File: config.mk
export PLATFORM = sky130hd
export DESIGN_NAME = planar_odometry_integrator_flat
export DESIGN_NICKNAME = d
export VERILOG_FILES = /design/src/podi_pkg.sv /design/src/podi_in_if.sv /design/src/podi_out_if.sv /design/src/podi_cfg_if.sv /design/src/podi_mul.sv /design/src/podi_cordic.sv /design/src/planar_odometry_integrator.sv /design/src/flat_wrapper.sv
export SDC_FILE = /design/constraint.sdc
export NUM_CORES = 2
export LEC_CHECK = 0
export ABC_AREA = 1
export BUFFER_PORTS_ARGS = -buffer_cell sky130_fd_sc_hd__clkbuf_2
export CAP_MARGIN = 30
export CORE_MARGIN = 2
export CORE_UTILIZATION = 55
export DETAILED_ROUTE_END_ITERATION = 7
export GPL_ROUTABILITY_DRIVEN = 0
export GPL_TIMING_DRIVEN = 0
export PLACE_DENSITY = 0.68
export SYNTH_ARGS = -nofsm -noshare
export SYNTH_HDL_FRONTEND = slang
export SYNTH_SLANG_ARGS = --single-unit
File: constraint.sdc
create_clock -name clk -period 16.45 [get_ports clk]
set_input_delay 0.8225 -clock clk [delete_from_list [all_inputs] [get_ports clk]]
set_output_delay 0.8225 -clock clk [all_outputs]
set_load 0.02 [all_outputs]
File: src/podi_pkg.sv
// Shared constants, types and arithmetic helpers for the planar odometry integrator.
`default_nettype none

package podi_pkg;

  localparam int CORDIC_STEPS = 16;
  localparam int CORDIC_MAX   = 24;
  localparam int CORDIC_ITER  = (CORDIC_STEPS > CORDIC_MAX) ? CORDIC_MAX : CORDIC_STEPS;
  localparam int STEP_W       = $clog2(CORDIC_MAX);

  localparam int CW        = 34;
  localparam int MUL_A_W   = 33;
  localparam int MUL_B_W   = 25;
  localparam int PROD_W    = MUL_A_W + MUL_B_W;
  localparam int CFG_IDX_W = 2;

  localparam logic signed [CW-1:0] CORDIC_X0 = 34'sd652032874;

  localparam logic [CFG_IDX_W-1:0] REG_VEL_FORWARD = 2'd0;
  localparam logic [CFG_IDX_W-1:0] REG_VEL_LATERAL = 2'd1;
  localparam logic [CFG_IDX_W-1:0] REG_YAW_RATE    = 2'd2;

  localparam logic signed [15:0] VEL_FORWARD_RST = 16'sd26;
  localparam logic signed [15:0] VEL_LATERAL_RST = -16'sd26;
  localparam logic signed [23:0] YAW_RATE_RST    = 24'sd1043;

  typedef enum logic [3:0] {
    ST_IDLE,
    ST_ROT_START,
    ST_ROT_WAIT,
    ST_MUL_A,
    ST_MUL_B,
    ST_MUL_C,
    ST_MUL_D,
    ST_MUL_E,
    ST_MUL_F,
    ST_MUL_G,
    ST_HEAD,
    ST_HALF_START,
    ST_HALF_WAIT,
    ST_EMIT
  } state_t;

  function automatic logic [29:0] atan_entry(input logic [STEP_W-1:0] i);
    logic [29:0] r;
    case (i)
      5'd0:  r = 30'd536870912;
      5'd1:  r = 30'd316933406;
      5'd2:  r = 30'd167458907;
      5'd3:  r = 30'd85137876;
      5'd4:  r = 30'd42667331;
      5'd5:  r = 30'd21354465;
      5'd6:  r = 30'd10679838;
      5'd7:  r = 30'd5340245;
      5'd8:  r = 30'd2670163;
      5'd9:  r = 30'd1335087;
      5'd10: r = 30'd667544;
      5'd11: r = 30'd333772;
      5'd12: r = 30'd166886;
      5'd13: r = 30'd83443;
      5'd14: r = 30'd41722;
      5'd15: r = 30'd20861;
      5'd16: r = 30'd10430;
      5'd17: r = 30'd5215;
      5'd18: r = 30'd2608;
      5'd19: r = 30'd1304;
      5'd20: r = 30'd652;
      5'd21: r = 30'd326;
      5'd22: r = 30'd163;
      5'd23: r = 30'd81;
      default: r = 30'd0;
    endcase
    return r;
  endfunction

  function automatic logic signed [15:0] to_q15(input logic signed [CW-1:0] v);
    logic signed [CW:0] sum;
    logic signed [CW-15:0] sh;
    logic signed [15:0] r;
    sum = (CW+1)'(v) + (CW+1)'(16384);
    sh  = sum[CW:15];
    if (sh > (CW-14)'(32767)) begin
      r = 16'sh7fff;
    end else if (sh < -(CW-14)'(32768)) begin
      r = -16'sh8000;
    end else begin
      r = sh[15:0];
    end
    return r;
  endfunction

  function automatic logic signed [31:0] sat32(input logic signed [35:0] v);
    logic signed [31:0] r;
    if (v > 36'sd2147483647) begin
      r = 32'sh7fffffff;
    end else if (v < -36'sd2147483648) begin
      r = -32'sh80000000;
    end else begin
      r = v[31:0];
    end
    return r;
  endfunction

endpackage

`default_nettype wire

File: src/podi_in_if.sv
// Tick request channel carrying the elapsed time.
`default_nettype none

interface podi_in_if;
  logic        valid;
  logic        ready;
  logic [23:0] elapsed_time;

  modport source (output valid, output elapsed_time, input ready);
  modport sink (input valid, input elapsed_time, output ready);
endinterface

`default_nettype wire

File: src/podi_out_if.sv
// Pose result channel carrying position, heading and yaw quaternion.
`default_nettype none

interface podi_out_if;
  logic               valid;
  logic               ready;
  logic signed [31:0] position_x;
  logic signed [31:0] position_y;
  logic        [15:0] heading_angle;
  logic signed [15:0] quat_z;
  logic signed [15:0] quat_w;

  modport source (output valid, output position_x, output position_y,
                  output heading_angle, output quat_z, output quat_w, input ready);
  modport sink (input valid, input position_x, input position_y,
                input heading_angle, input quat_z, input quat_w, output ready);
endinterface

`default_nettype wire

File: src/podi_cfg_if.sv
// Configuration write channel carrying a register index and write data.
`default_nettype none

interface podi_cfg_if;
  logic        valid;
  logic        ready;
  logic [1:0]  index;
  logic [23:0] data;

  modport source (output valid, output index, output data, input ready);
  modport sink (input valid, input index, input data, output ready);
endinterface

`default_nettype wire

File: src/podi_mul.sv
// Shared registered signed multiplier.
`default_nettype none

module podi_mul
  import podi_pkg::*;
(
  input  logic                      clk,
  input  logic signed [MUL_A_W-1:0] op_a,
  input  logic signed [MUL_B_W-1:0] op_b,
  output logic signed [PROD_W-1:0]  prod
);

  logic signed [PROD_W-1:0] full;

  assign full = op_a * op_b;

  always_ff @(posedge clk) begin
    prod <= full;
  end

endmodule

`default_nettype wire

File: src/podi_cordic.sv
// Rotation-mode CORDIC producing Q1.15 cosine and sine, one iteration per cycle.
`default_nettype none

module podi_cordic
  import podi_pkg::*;
(
  input  logic               clk,
  input  logic               rst,
  input  logic               start,
  input  logic [31:0]        angle,
  output logic               done,
  output logic signed [15:0] cos_q15,
  output logic signed [15:0] sin_q15
);

  localparam logic [STEP_W-1:0] LAST_STEP = STEP_W'(CORDIC_ITER - 1);

  logic signed [CW-1:0] x;
  logic signed [CW-1:0] y;
  logic signed [CW-1:0] z;
  logic                 neg;
  logic                 busy;
  logic [STEP_W-1:0]    step;

  logic [31:0]          ang_off;
  logic                 fold;
  logic [31:0]          ang_f;
  logic signed [CW-1:0] dx;
  logic signed [CW-1:0] dy;
  logic signed [CW-1:0] tab;

  always_comb begin
    ang_off = angle - 32'h4000_0000;
    fold    = ~ang_off[31];
    ang_f   = fold ? {~angle[31], angle[30:0]} : angle;
    dx      = y >>> step;
    dy      = x >>> step;
    tab     = $signed(CW'(atan_entry(step)));
    cos_q15 = to_q15(neg ? -x : x);
    sin_q15 = to_q15(neg ? -y : y);
  end

  always_ff @(posedge clk) begin
    if (rst) begin
      busy <= 1'b0;
      done <= 1'b0;
    end else begin
      done <= 1'b0;
      if (start) begin
        busy <= 1'b1;
        step <= '0;
        x    <= CORDIC_X0;
        y    <= '0;
        z    <= CW'($signed(ang_f));
        neg  <= fold;
      end else if (busy) begin
        if (!z[CW-1]) begin
          x <= x - dx;
          y <= y + dy;
          z <= z - tab;
        end else begin
          x <= x + dx;
          y <= y - dy;
          z <= z + tab;
        end
        step <= step + STEP_W'(1);
        if (step == LAST_STEP) begin
          busy <= 1'b0;
          done <= 1'b1;
        end
      end
    end
  end

endmodule

`default_nettype wire

File: src/planar_odometry_integrator.sv
// Top level of the planar dead-reckoning pose integrator with its sequencer.
//
//   Channel  Dir  Carries
//   tick     in   elapsed_time (Q8.16 s)
//   pose     out  position_x, position_y, heading_angle, quat_z, quat_w
//   cfg      in   index, data (vel_forward, vel_lateral, yaw_rate)
//
// From acceptance to the result register, one request makes two passes through the
// shared CORDIC and seven products on the shared multiplier. Reset is synchronous
// and clears the pose and restores the register defaults. A result waits in the
// output register; the next request is taken as soon as the sequencer is idle, and
// finishing stalls only if that register is full.
`default_nettype none

module planar_odometry_integrator
  import podi_pkg::*;
(
  input  logic        clk,
  input  logic        rst,
  podi_in_if.sink     tick,
  podi_out_if.source  pose,
  podi_cfg_if.sink    cfg
);

  state_t state;
  state_t state_next;

  logic signed [15:0] vel_forward;
  logic signed [15:0] vel_lateral;
  logic signed [23:0] yaw_rate;
  logic signed [31:0] pos_x_acc;
  logic signed [31:0] pos_y_acc;
  logic [15:0]        heading_acc;
  logic [23:0]        dt;
  logic signed [31:0] prod_hold;
  logic signed [32:0] rx;
  logic signed [32:0] ry;
  logic               out_valid;

  logic               cor_start;
  logic [31:0]        cor_angle;
  logic               cor_done;
  logic signed [15:0] cor_cos;
  logic signed [15:0] cor_sin;

  logic signed [MUL_A_W-1:0] op_a;
  logic signed [MUL_B_W-1:0] op_b;
  logic signed [PROD_W-1:0]  prod;

  logic signed [PROD_W-1:0]  rnd;
  logic signed [34:0]        dpos;
  logic signed [35:0]        psum_x;
  logic signed [35:0]        psum_y;
  logic [PROD_W-1:0]         hsum;
  logic signed [MUL_B_W-1:0] dt_op;
  logic                      out_free;

  podi_cordic u_cordic (
    .clk     (clk),
    .rst     (rst),
    .start   (cor_start),
    .angle   (cor_angle),
    .done    (cor_done),
    .cos_q15 (cor_cos),
    .sin_q15 (cor_sin)
  );

  podi_mul u_mul (
    .clk  (clk),
    .op_a (op_a),
    .op_b (op_b),
    .prod (prod)
  );

  assign cfg.ready  = 1'b1;
  assign tick.ready = (state == ST_IDLE);
  assign pose.valid = out_valid;
  assign out_free   = !out_valid || pose.ready;

  always_comb begin
    rnd    = prod + (PROD_W'(1) << 22);
    dpos   = $signed(rnd[PROD_W-1:23]);
    psum_x = 36'(pos_x_acc) + 36'(dpos);
    psum_y = 36'(pos_y_acc) + 36'(dpos);
    hsum   = prod + (PROD_W'(1) << 15);
    dt_op  = $signed({1'b0, dt});
  end

  always_comb begin
    state_next = state;
    case (state)
      ST_IDLE:       if (tick.valid) state_next = ST_ROT_START;
      ST_ROT_START:  state_next = ST_ROT_WAIT;
      ST_ROT_WAIT:   if (cor_done) state_next = ST_MUL_A;
      ST_MUL_A:      state_next = ST_MUL_B;
      ST_MUL_B:      state_next = ST_MUL_C;
      ST_MUL_C:      state_next = ST_MUL_D;
      ST_MUL_D:      state_next = ST_MUL_E;
      ST_MUL_E:      state_next = ST_MUL_F;
      ST_MUL_F:      state_next = ST_MUL_G;
      ST_MUL_G:      state_next = ST_HEAD;
      ST_HEAD:       state_next = ST_HALF_START;
      ST_HALF_START: state_next = ST_HALF_WAIT;
      ST_HALF_WAIT:  if (cor_done) state_next = ST_EMIT;
      ST_EMIT:       if (out_free) state_next = ST_IDLE;
      default:       state_next = ST_IDLE;
    endcase
  end

  always_comb begin
    cor_start = 1'b0;
    cor_angle = {heading_acc, 16'h0000};
    op_a      = '0;
    op_b      = '0;
    case (state)
      ST_ROT_START: begin
        cor_start = 1'b1;
      end
      ST_HALF_START: begin
        cor_start = 1'b1;
        cor_angle = {1'b0, heading_acc, 15'h0000};
      end
      ST_MUL_A: begin
        op_a = MUL_A_W'(vel_forward);
        op_b = MUL_B_W'(cor_cos);
      end
      ST_MUL_B: begin
        op_a = MUL_A_W'(vel_lateral);
        op_b = MUL_B_W'(cor_sin);
      end
      ST_MUL_C: begin
        op_a = MUL_A_W'(vel_forward);
        op_b = MUL_B_W'(cor_sin);
      end
      ST_MUL_D: begin
        op_a = MUL_A_W'(vel_lateral);
        op_b = MUL_B_W'(cor_cos);
      end
      ST_MUL_E: begin
        op_a = rx;
        op_b = dt_op;
      end
      ST_MUL_F: begin
        op_a = ry;
        op_b = dt_op;
      end
      ST_MUL_G: begin
        op_a = MUL_A_W'(yaw_rate);
        op_b = dt_op;
      end
      default: begin
        cor_start = 1'b0;
      end
    endcase
  end

  always_ff @(posedge clk) begin
    if (rst) begin
      state       <= ST_IDLE;
      out_valid   <= 1'b0;
      vel_forward <= VEL_FORWARD_RST;
      vel_lateral <= VEL_LATERAL_RST;
      yaw_rate    <= YAW_RATE_RST;
      pos_x_acc   <= '0;
      pos_y_acc   <= '0;
      heading_acc <= '0;
    end else begin
      state <= state_next;

      if (cfg.valid) begin
        case (cfg.index)
          REG_VEL_FORWARD: vel_forward <= $signed(cfg.data[15:0]);
          REG_VEL_LATERAL: vel_lateral <= $signed(cfg.data[15:0]);
          REG_YAW_RATE:    yaw_rate    <= $signed(cfg.data);
          default:         yaw_rate    <= yaw_rate;
        endcase
      end

      if (tick.valid && tick.ready) begin
        dt <= tick.elapsed_time;
      end

      case (state)
        ST_MUL_B: prod_hold <= $signed(prod[31:0]);
        ST_MUL_C: rx <= 33'(prod_hold) - 33'($signed(prod[31:0]));
        ST_MUL_D: prod_hold <= $signed(prod[31:0]);
        ST_MUL_E: ry <= 33'(prod_hold) + 33'($signed(prod[31:0]));
        ST_MUL_F: pos_x_acc <= sat32(psum_x);
        ST_MUL_G: pos_y_acc <= sat32(psum_y);
        ST_HEAD:  heading_acc <= heading_acc + hsum[31:16];
        default:  prod_hold <= prod_hold;
      endcase

      if (state == ST_EMIT && out_free) begin
        out_valid          <= 1'b1;
        pose.position_x    <= pos_x_acc;
        pose.position_y    <= pos_y_acc;
        pose.heading_angle <= heading_acc;
        pose.quat_z        <= cor_sin;
        pose.quat_w        <= cor_cos;
      end else if (pose.ready) begin
        out_valid <= 1'b0;
      end
    end
  end

endmodule

`default_nettype wire

File: src/flat_wrapper.sv
// flat-port wrapper written by rule: the top's interface ports become plain ports
module planar_odometry_integrator_flat import podi_pkg::*;
  (clk, rst, tick_valid, tick_elapsed_time, tick_ready, pose_valid, pose_position_x, pose_position_y, pose_heading_angle, pose_quat_z, pose_quat_w, pose_ready, cfg_valid, cfg_index, cfg_data, cfg_ready);
  podi_in_if tick_i ();
  podi_out_if pose_i ();
  podi_cfg_if cfg_i ();
  input  logic clk;
  input  logic rst;
  input wire logic [$bits(tick_i.valid)-1:0] tick_valid;
  input wire logic [$bits(tick_i.elapsed_time)-1:0] tick_elapsed_time;
  output wire logic [$bits(tick_i.ready)-1:0] tick_ready;
  output wire logic [$bits(pose_i.valid)-1:0] pose_valid;
  output wire logic [$bits(pose_i.position_x)-1:0] pose_position_x;
  output wire logic [$bits(pose_i.position_y)-1:0] pose_position_y;
  output wire logic [$bits(pose_i.heading_angle)-1:0] pose_heading_angle;
  output wire logic [$bits(pose_i.quat_z)-1:0] pose_quat_z;
  output wire logic [$bits(pose_i.quat_w)-1:0] pose_quat_w;
  input wire logic [$bits(pose_i.ready)-1:0] pose_ready;
  input wire logic [$bits(cfg_i.valid)-1:0] cfg_valid;
  input wire logic [$bits(cfg_i.index)-1:0] cfg_index;
  input wire logic [$bits(cfg_i.data)-1:0] cfg_data;
  output wire logic [$bits(cfg_i.ready)-1:0] cfg_ready;
  assign tick_i.valid = tick_valid;
  assign tick_i.elapsed_time = tick_elapsed_time;
  assign tick_ready = tick_i.ready;
  assign pose_valid = pose_i.valid;
  assign pose_position_x = pose_i.position_x;
  assign pose_position_y = pose_i.position_y;
  assign pose_heading_angle = pose_i.heading_angle;
  assign pose_quat_z = pose_i.quat_z;
  assign pose_quat_w = pose_i.quat_w;
  assign pose_i.ready = pose_ready;
  assign cfg_i.valid = cfg_valid;
  assign cfg_i.index = cfg_index;
  assign cfg_i.data = cfg_data;
  assign cfg_ready = cfg_i.ready;
  planar_odometry_integrator u_core (.clk(clk), .rst(rst), .tick(tick_i), .pose(pose_i), .cfg(cfg_i));
endmodule
==> impl_metrics.py <==
metrics = {
    "routing": {
        "drt_iter0_drc": 8204,
        "routed_wl_mm": 249,
        "wl_per_cell_um": 21.4,
        "dr.pass1.iters": 8,
        "vias": 67300,
        "avgViaCountPerCell": 5.78,
        "postRouteAntennaNets": 0,
        "drc": 24,
    },
    "synth": {
        "synthesis.area_um2": 72300,
        "synth.distinct_cells": 71,
        "yosysTopAreaCell": "fa_1",
        "synth-seq-cells": 573,
        "synth_cells": 9507,
        "syn_nets": 10800,
        "ys_seq_area_share_pct": 20.6,
        "synth_area_leaders": "fa_1, edfxtp_1, nand2_1, inv_1, ha_1",
        "synth.most_common_cell": "nand2_1",
        "synthTopCellsByCount": "nand2_1, inv_1, nor2_1",
        "synth_edf_count": 342,
        "yosys.area.top_type_share_pct": 23.6,
        "synth_warnings": 0,
        "syn_area_per_cell_um2": 7.60,
        "async_flop_share_pct": 0,
        "ys.flop_type": "edfxtp_1",
    },
    "die": {
        "die_x_um": 367,
        "start_util_pct": 55.2,
        "io_pins": 170,
        "core_um2": 131000,
        "die-area_um2": 134000,
        "rows": 133,
        "die_height_um": 367,
    },
    "sta": {
        "skew_ns": 0.0389,
        "period_minus_slack_ns": 12.18,
        "relSlewSlack_pct": 14.4,
        "rsz0062_at_grt": "no",
        "finalSetupTns_ns": 0,
        "drv_slew": 0,
        "finalHoldViolations": 0,
        "tightest_slew_ns": 1.28,
        "fmax_mhz": 82.1,
        "setup_violations": 0,
        "timing.final.crit_share_pct": 74.0,
    },
    "critical_path": {
        "crit_slowest_cell": "fa_1",
        "worstSetupStartpoint": "u_core.u_cordic.x[13]",
        "crit_arrival_ns": 12.73,
        "required_ns": 17.00,
        "path_common_cell": "inv_1",
        "critPathKind": "flip-flop to flip-flop",
        "cp-end-kind": "flip-flop",
        "r2r-start": "u_core.u_cordic.x[13]",
        "critPathMaxStageDelay_ns": 0.64,
        "cp-start-kind": "flip-flop",
        "crit_fanout": 10,
    },
    "min_path": {
        "hold_class": "input pin to flip-flop",
        "hold_start": "tick_elapsed_time[9]",
    },
    "grt": {
        "grt_pass1_wl_mm": 381,
        "antenna_found_initial": 11,
        "track_usage_pct": 36.9,
        "grt_max_degree": 73,
        "grt_pass1_vias": 66300,
        "overflow": 0,
    },
    "layout": {
        "regArea_um2": 14900,
        "multi_input_area_um2": 49100,
        "drive_gt1_share_pct": 6.20,
        "final_core_util_pct": 59.9,
        "final_area_um2": 78400,
        "fillers": 12100,
        "layout.nets": 11100,
        "syn_to_final_growth_pct": 8.45,
    },
    "clock_tree": {
        "cts_root_buf": "clkbuf_16",
        "post-cts-setup-buffers": 0,
        "cts.sink_count": 573,
        "hold_buffers": 0,
        "insertion_delay_ns": 0.70,
        "postCtsResizedCells": 0,
        "cts_inserted_buffers": 72,
        "clk_pin_slew_ns": 0.06,
        "cts_tree": "built",
        "clk_path_buf_depth": 3,
        "h-tree-depth": 3,
    },
    "flow_run": {
        "drv_cap": 0,
    },
    "outcome": {
        "status": "finished with violations",
        "violations": "design-rule violations",
    },
    "placement": {
        "dp_hpwl_mm": 208,
        "place_area_um2": 75900,
        "io_buffers": 167,
    },
}
==> state kept, by name, indices dropped and copies added, names as in the netlist, 16 cells and up <==
signal	count
u_core.vel_lateral	16
u_core.u_cordic.x	34
u_core.pose.heading_angle	16
u_core.u_cordic.z	34
u_core.pos_x_acc	32
u_core.vel_forward	16
u_core.prod_hold	32
u_core.u_mul.prod	58
u_core.yaw_rate	24
u_core.ry	33
u_core.dt	24
u_core.pose.position_y	32
u_core.pos_y_acc	32
u_core.rx	33
u_core.u_cordic.y	34
u_core.pose.quat_w	16
u_core.heading_acc	16
u_core.pose.position_x	32
u_core.u_cordic.tab	30
u_core.pose.quat_z	16
==> per-layer routing <==
metal / wire, µm / vias to the layer above / GRT usage, %
li1: - / 30400 / -
met1: 98400 / 32000 / 49.1
met5: 50 / - / 0
met2: 104000 / 4030 / 54.9
met4: 13000 / 10 / 16.6
met3: 32900 / 809 / 11.7
==> worst max-delay path: cells and delay by family (launching register included) <==
family,cells,cell delay [ns]
compound gates,11,3.17
fa+ha+maj,9,4.19
simple gates,12,2.24
buf+inv,11,1.49
flops,1,0.54
xor+xnor,2,0.42
==> layout by cell type (no fill, tap or decap), types with 17 or more instances in the layout <==
cell,synthesis,final
nand2_1,2055,2055
inv_1,1812,1812
nor2_1,972,972
fa_1,851,851
o21ai_0,586,586
a21oi_1,584,584
ha_1,420,420
edfxtp_1,342,342
xor2_1,255,255
nand3_1,245,245
dfxtp_1,231,231
clkbuf_1,181,194
clkbuf_2,0,167
xnor2_1,110,110
nor3_1,93,84
clkbuf_16,0,76
a31oi_1,73,73
o211ai_1,59,59
buf_2,51,57
nand4_1,54,54
buf_4,28,44
nand2_2,42,42
buf_6,18,42
mux2i_1,39,39
o21ai_1,31,31
o21a_1,30,30
nor4_1,28,26
nor2_2,25,25
buf_1,25,25
a21boi_0,25,25
clkinv_1,18,21
or2_2,17,17
==> kinds of logic after synthesis <==
group / synth area share (%)
fa+ha+maj: 30.8
simple gates: 20.6
compound gates: 11.4
other cells: 0.00519
buf+inv: 11.6
mux: 0.556
flops: 20.6
xor+xnor: 4.42
==> layout make-up <==
type	count	share of cell area (%)
multi-input combinational	6787	62.6
sequential	573	19.0
inverter	1843	8.83
tap	1755	2.80
clock buffer	92	2.53
timing repair buffer	227	1.87
buffer	304	1.86
clock inverter	42	0.488
antenna	5	0.0160
==> final timing paths <==
kind / endpoint / slack [ns] / depth (start not counted)
setup reg to reg: u_core.u_mul.prod[53] / 4.27 / 45
hold reg to reg: u_core.vel_forward[4] / 0.46 / 2
setup / recovery: u_core.u_mul.prod[53] / 4.27 / 45
hold / removal: u_core.dt[9] / 0.31 / 1
==> through the flow <==
step	hold WS (ns)	setup slack, ns	instances
3_3_place_gp	0.441	2.76	11400
3_5_place_dp	0.449	4.85	11500
6_report	0.312	4.27	11600
5_1_grt	0.311	4.10	11600
2_1_floorplan	0.423	6.92	9507
4_1_cts	0.271	4.78	11600
Power is left out: the tool's default activity adds up to more than one toggle a clock period on the data nets, which glitch-free logic cannot reach.
